$ cat src/hdl/grr_pkg.sv
// ----------------------------------------------------------------------------
// grr_pkg
// shared constants, codes and types of the graph reachability engine
// ----------------------------------------------------------------------------
package grr_pkg;

  localparam int MAX_NODES_DEF = 64;

  localparam int NODE_IN_W = 6;
  localparam int OP_W      = 2;
  localparam int NCNT_W    = 7;
  localparam int MDEG_W    = 6;
  localparam int DEG_W     = 7;
  localparam int APB_AW    = 3;
  localparam int APB_DW    = 32;

  localparam logic [NCNT_W-1:0] NODE_COUNT_RST = 7'd64;
  localparam logic [MDEG_W-1:0] MAX_DEG_RST    = 6'd2;

  typedef enum logic [OP_W-1:0] {
    OP_CLEAR = 2'd0,
    OP_ADD   = 2'd1,
    OP_REACH = 2'd2,
    OP_CYCLE = 2'd3
  } op_t;

  localparam logic REG_NODE_COUNT = 1'b0;
  localparam logic REG_MAX_DEG    = 1'b1;

  typedef struct packed {
    logic rd_en;
    logic wr_en;
    logic clr;
  } mem_ctl_t;

endpackage

$ cat src/hdl/grr_store.sv
// ----------------------------------------------------------------------------
// grr_store
// adjacency row memory and out-degree memory with per-row valid bits
// ----------------------------------------------------------------------------
module grr_store #(
  parameter int MAX_NODES = grr_pkg::MAX_NODES_DEF,
  localparam int NODE_W = (MAX_NODES > 1) ? $clog2(MAX_NODES) : 1
) (
  input  logic                       clk,
  input  logic                       rst_n,
  input  grr_pkg::mem_ctl_t          ctl,
  input  logic [NODE_W-1:0]          rd_addr,
  input  logic [NODE_W-1:0]          wr_addr,
  input  logic [MAX_NODES-1:0]       wr_row,
  input  logic [grr_pkg::DEG_W-1:0]  wr_deg,
  output logic [MAX_NODES-1:0]       rd_row,
  output logic [grr_pkg::DEG_W-1:0]  rd_deg
);

  logic [MAX_NODES-1:0]      adj_mem [MAX_NODES];
  logic [grr_pkg::DEG_W-1:0] deg_mem [MAX_NODES];
  logic [MAX_NODES-1:0]      vld_r, vld_nxt;
  logic                      rd_vld_r;
  logic [MAX_NODES-1:0]      rd_row_q;
  logic [grr_pkg::DEG_W-1:0] rd_deg_q;

  always_ff @(posedge clk) begin
    if (ctl.wr_en) begin
      adj_mem[wr_addr] <= wr_row;
      deg_mem[wr_addr] <= wr_deg;
    end
    if (ctl.rd_en) begin
      rd_row_q <= adj_mem[rd_addr];
      rd_deg_q <= deg_mem[rd_addr];
    end
  end

  always_comb begin
    vld_nxt = vld_r;
    if (ctl.clr) begin
      vld_nxt = '0;
    end else if (ctl.wr_en) begin
      vld_nxt[wr_addr] = 1'b1;
    end
  end

  always_ff @(posedge clk) begin
    if (!rst_n) begin
      vld_r    <= '0;
      rd_vld_r <= 1'b0;
    end else begin
      vld_r <= vld_nxt;
      if (ctl.rd_en) begin
        rd_vld_r <= vld_r[rd_addr];
      end
    end
  end

  assign rd_row = rd_vld_r ? rd_row_q : '0;
  assign rd_deg = rd_vld_r ? rd_deg_q : '0;

endmodule

$ cat config.mk
export PLATFORM = sky130hd
export DESIGN_NAME = grr_store
export DESIGN_NICKNAME = d
export VERILOG_FILES = /design/src/hdl/grr_pkg.sv /design/src/hdl/grr_store.sv
export SDC_FILE = /design/constraint.sdc
export NUM_CORES = 2
export LEC_CHECK = 0
export BUFFER_PORTS_ARGS = -buffer_cell sky130_fd_sc_hd__buf_2
export CAP_MARGIN = 20
export CORE_AREA = 2 2 571 573
export DETAILED_ROUTE_END_ITERATION = 7
export DIE_AREA = 0 0 573 575
export PLACE_DENSITY_LB_ADDON = 0.08
export SLEW_MARGIN = 5
export SYNTH_ARGS = -nofsm -noshare
export SYNTH_HDL_FRONTEND = slang
export SYNTH_MEMORY_MAX_BITS = 65536
export SYNTH_SLANG_ARGS = --single-unit
$ cat constraint.sdc
create_clock -name clk -period 10.7 [get_ports clk]
set_clock_uncertainty 0.05 [all_clocks]
set_input_delay 1.605 -clock clk [delete_from_list [all_inputs] [get_ports clk]]
set_output_delay 1.605 -clock clk [all_outputs]
set_load 0.005 [all_outputs]
# Word level (Yosys, flattened, before mapping)
# Memories as Yosys holds them, arrays and structs flattened. A register that Yosys moved wholly into a read port is not among the register bits.
# Index checks and enable logic that the tools add are counted.
# totals
input_bits	88
elab_cells	19
register_bits	65
output_inout_bits	71
ramBits	4544
n_memories	2
# mem_list
memory	words	width	rd	rd_clocked_by_memory_dff	wr	line	source
adj_mem	64	64	1	1	1	grr_store.sv:20	logic [MAX_NODES-1:0] adj_mem [MAX_NODES];
deg_mem	64	7	1	1	1	grr_store.sv:21	logic [grr_pkg::DEG_W-1:0] deg_mem [MAX_NODES];
# op_classes
mux	8
bitwise	2
magnitude_cmp	3
n_reduce_logical	2
# ops
op	count
64-bit two-way mux	1
64-bit OR	1
6-bit by 7-bit less-than comparator with 1-bit output, second input constant	2
7-bit two-way mux	1
1-bit binary-select mux with 6-bit select	1
1-bit demux with 6-bit select	1
6-bit by 1-bit greater-or-equal comparator with 1-bit output, second input constant	1
1-bit two-way mux	4
2-bit OR reduction	1
1-bit logical AND	1
1-bit NOT	1

# Logic depth before layout (Yosys ltp)
# depth
depth_word	5
mapped_depth	9
mapped_depth_nobuf	5

# Worst setup path before layout
# Ideal clock, no wire load.
# synth_timing
kind	input-to-reg
start	input port wr_addr[4]
end	memory adj_mem[16][0] (netlist bit) (enable)
n_path_buf	2
t_arrival_ns	5.428
stages	4
required_time_ns	10.148
setup_slack_ns	4.720
cell_sequence	clkbuf_1 > or3b_2 > clkbuf_1 > nor2_1
# synth_rtl
item	line	source
from (decl)	grr_store.sv:13	input logic [NODE_W-1:0] wr_addr,
to (decl)	grr_store.sv:20	
# No word-level cell before the write port.

# Final worst setup path
# layout_timing
start	register rd_vld_r
end	output port rd_deg[4] (netlist bit)
# layout_between
elab_chain_cells	1
# layout_rtl
item	line	source
from (decl)	grr_store.sv:23	logic rd_vld_r;
from (signal assigned)	grr_store.sv:54	rd_vld_r <= vld_r[rd_addr];
7-bit two-way mux	grr_store.sv:60	assign rd_deg = rd_vld_r ? rd_deg_q : '0;
to (decl)	grr_store.sv:17	output logic [grr_pkg::DEG_W-1:0] rd_deg
# No other way between the ends.

==> results.toml <==
[power_and_ir_drop]
ir_drop_mv = 0.1621
p_leak_nw = 61.51
p_per_area_nw_per_um2 = 190.6

[drt]
num_vias = 81797
drc = 0
met2_length_mm = 249.2
drtIter0Drc = 11562
m1WireLength_mm = 183.7
top_layer = "met5"
viasPerCell = 6.811
final_antenna_net_count = 0
wl_met3_mm = 37.55
drt_wl_total_mm = 484.3
drt-wirelength-per-cell_um = 40.33
dr.pass1.iters = 5

[timing]
fmax_mhz = 211.4
tightest_slew_ps = 1161
finalCriticalPeriod_ps = 4729
rsz0062_at_grt = "false"
timing.final.crit_share_pct = 44.20
hold_ws_ps = 411.1
timing_hold_violations_final = 0
finalSetupViolCount = 0
tns_ps = 0
slew_headroom_pct = 22.62
drv_slew = 0

[clocking]
cts_buffers = 466
clkTransAtPathRegs_ps = 60
clock_latency_ps = 1020
hold_buffers = 0
ctsResizeCount = 0
clock_tree.buffer_depth = 4
cts_sinks = 4680
post_cts_buffers = 0
h-tree-depth = 5
cts_tree = "yes"
cts_root_buf = "clkbuf_16"

[hold_path]
hold_class = "register to register"
hold-path-endpoint = "vld_r[38]"
holdCritStartpoint = "vld_r[38]"
hold_depth = 1

[worst_setup_path]
crit_fanout = 38
startpoint_type = "register"
worstPathRequired_ps = 9050
r2r-start = "adj_mem[20][10]"
critPathKind = "register to output port"
reg2reg_to = "rd_row_q[10]"
reg2regPathDepth = 3
r2r_slack_ps = 8380
end_kind = "output port"
cp.arrival_ps = 3070

[yosys]
synth_edf_count = 4615
ys_seq_area_share_pct = 79.11
avgSynthCellArea_um2 = 26.00
synth-async-reset-ratio_pct = 0
syn_nets = 6889
netlist_area_um2 = 176800
ys.flop_type = "edfxtp_1"
ys_warn_count = 0
ys_types = 32
synthCells = 6801
synth_seq_cells = 4680

[finish]
nFillCells = 21861
layout.nets = 7357
final_cells = 12009
areaGrowthSynthToFinish_pct = 12.61
final_common_cell = "edfxtp_1"
final_cell_mix = "edfxtp_1, mux4_2, clkbuf_16"
drive_above_1_share_pct = 33.82

[placed_design]
numPortBuffers = 158
gp_congestion = 0.7479
hpwl_mm = 226.1
numPlacedInstances = 11124

[die]
io_pins = 159
dieHeight_um = 575
die_w_um = 573
fp.dieArea_um2 = 329500
row_count = 209
core_area_um2 = 323200
start_util_pct = 54.71

[grt]
grt_max_degree = 155
globalRouteOverflowTotal = 0
grt_pass1_vias = 81838
antenna_found_initial = 33
grtUsageTotal_pct = 29.51
grt_first_pass_wirelength_mm = 666.1

[job]
cap_viol_max_count = 0

[run_status]
status = "completed"
-- kinds of logic (layout without fill, tap and decap cells) --
family / count (synthesis) / count (layout) / synth area share, %
AOI/OAI and AO/OA: 78 / 78 / 0.3297
buffers and inverters: 359 / 1222 / 0.8576
DFF: 4680 / 4680 / 79.11
muxes: 1511 / 1511 / 19.19
other: 0 / 20 / 0
and+or+nand+nor: 173 / 173 / 0.5151
-- where the power goes --
group | switching, mW | internal, mW | total (mW)
registers | 0.0594 | 20.3 | 20.4
clock network | 6.88 | 9.10 | 16.0
logic | 0.909 | 0.699 | 1.61
total | 7.85 | 30.1 | 38.0
-- synth_stat cells (all sizes together), types with 2 or more instances --
| library cell | n | area share, % |
|---|---|---|
| edfxtp | 4615 | 78 |
| mux4 | 1503 | 19 |
| clkbuf | 193 | 0.41 |
| buf | 166 | 0.45 |
| and2 | 71 | 0.25 |
| nor2 | 67 | 0.14 |
| dfxtp | 65 | 0.74 |
| o21a | 64 | 0.27 |
| nand3 | 8 | 0.023 |
| mux2i | 6 | 0.034 |
| nor2b | 6 | 0.021 |
| a21oi | 4 | 0.011 |
| nand2 | 4 | 0.0085 |
| and3b | 3 | 0.015 |
| nand2b | 3 | 0.011 |
| nand3b | 3 | 0.013 |
| a22o | 2 | 0.0099 |
| and3 | 2 | 0.0071 |
| mux2 | 2 | 0.013 |
| o311ai | 2 | 0.0099 |
| o31ai | 2 | 0.0085 |
| or2 | 2 | 0.0071 |
| or3b | 2 | 0.0099 |
-- worst max-delay path, stage by stage (launching register included) --
cell	delay [ps]
dfxtp_4	630
buf_4	510
buf_16	320
and2_1	390
buf_2	190
-- state kept, by name, summed over array words and instances (netlist names) --
name	flops
deg_mem	448
rd_vld_r	1
rd_row_q	64
adj_mem	4096
rd_deg_q	7
vld_r	64
-- through the flow --
stage	utilization [%]	setup slack [ps]	total power, mW	instance area, µm²
floorplan	-	4720	21.70	176800
global placement	56.94	4969	22.34	184100
detailed placement	56.99	4943	22.38	184200
CTS	61.58	5541	38.16	199000
global route	61.60	5813	38.93	199100
finish	61.61	5971	37.96	199100
-- layout make-up --
cell class	instances	area [µm²]	area share (%)
Sequential cell	4680	139900	70.25
Multi-Input combinational cell	1762	35910	18.04
Clock buffer	572	12230	6.140
Tap cell	4325	5411	2.718
Timing Repair Buffer	359	3030	1.522
Clock inverter	291	2610	1.311
Antenna cell	20	50.05	0.02513
-- layer usage --
layer	global-route usage, %	up-vias
met5	0	-
met2	50.24	4037
li1	-	30911
met1	40.88	46089
met3	3.698	752
met4	8.185	8
-- worst max-delay path by stage --
| stage | start | end | cells past startpoint |
|---|---|---|---|
| 3_5_place_dp | rd_addr[0] | rd_row_q[41] | 6 |
| 6_report | rd_vld_r | rd_deg[4] | 4 |
| 5_1_grt | rd_addr[0] | rd_row_q[29] | 6 |
| 3_3_place_gp | rd_addr[0] | rd_row_q[40] | 6 |
| 2_1_floorplan | wr_addr[4] | adj_mem[16][0] | 4 |
| 4_1_cts | rd_vld_r | rd_deg[4] | 3 |
Note: power is estimated with default switching activity, not from simulation.
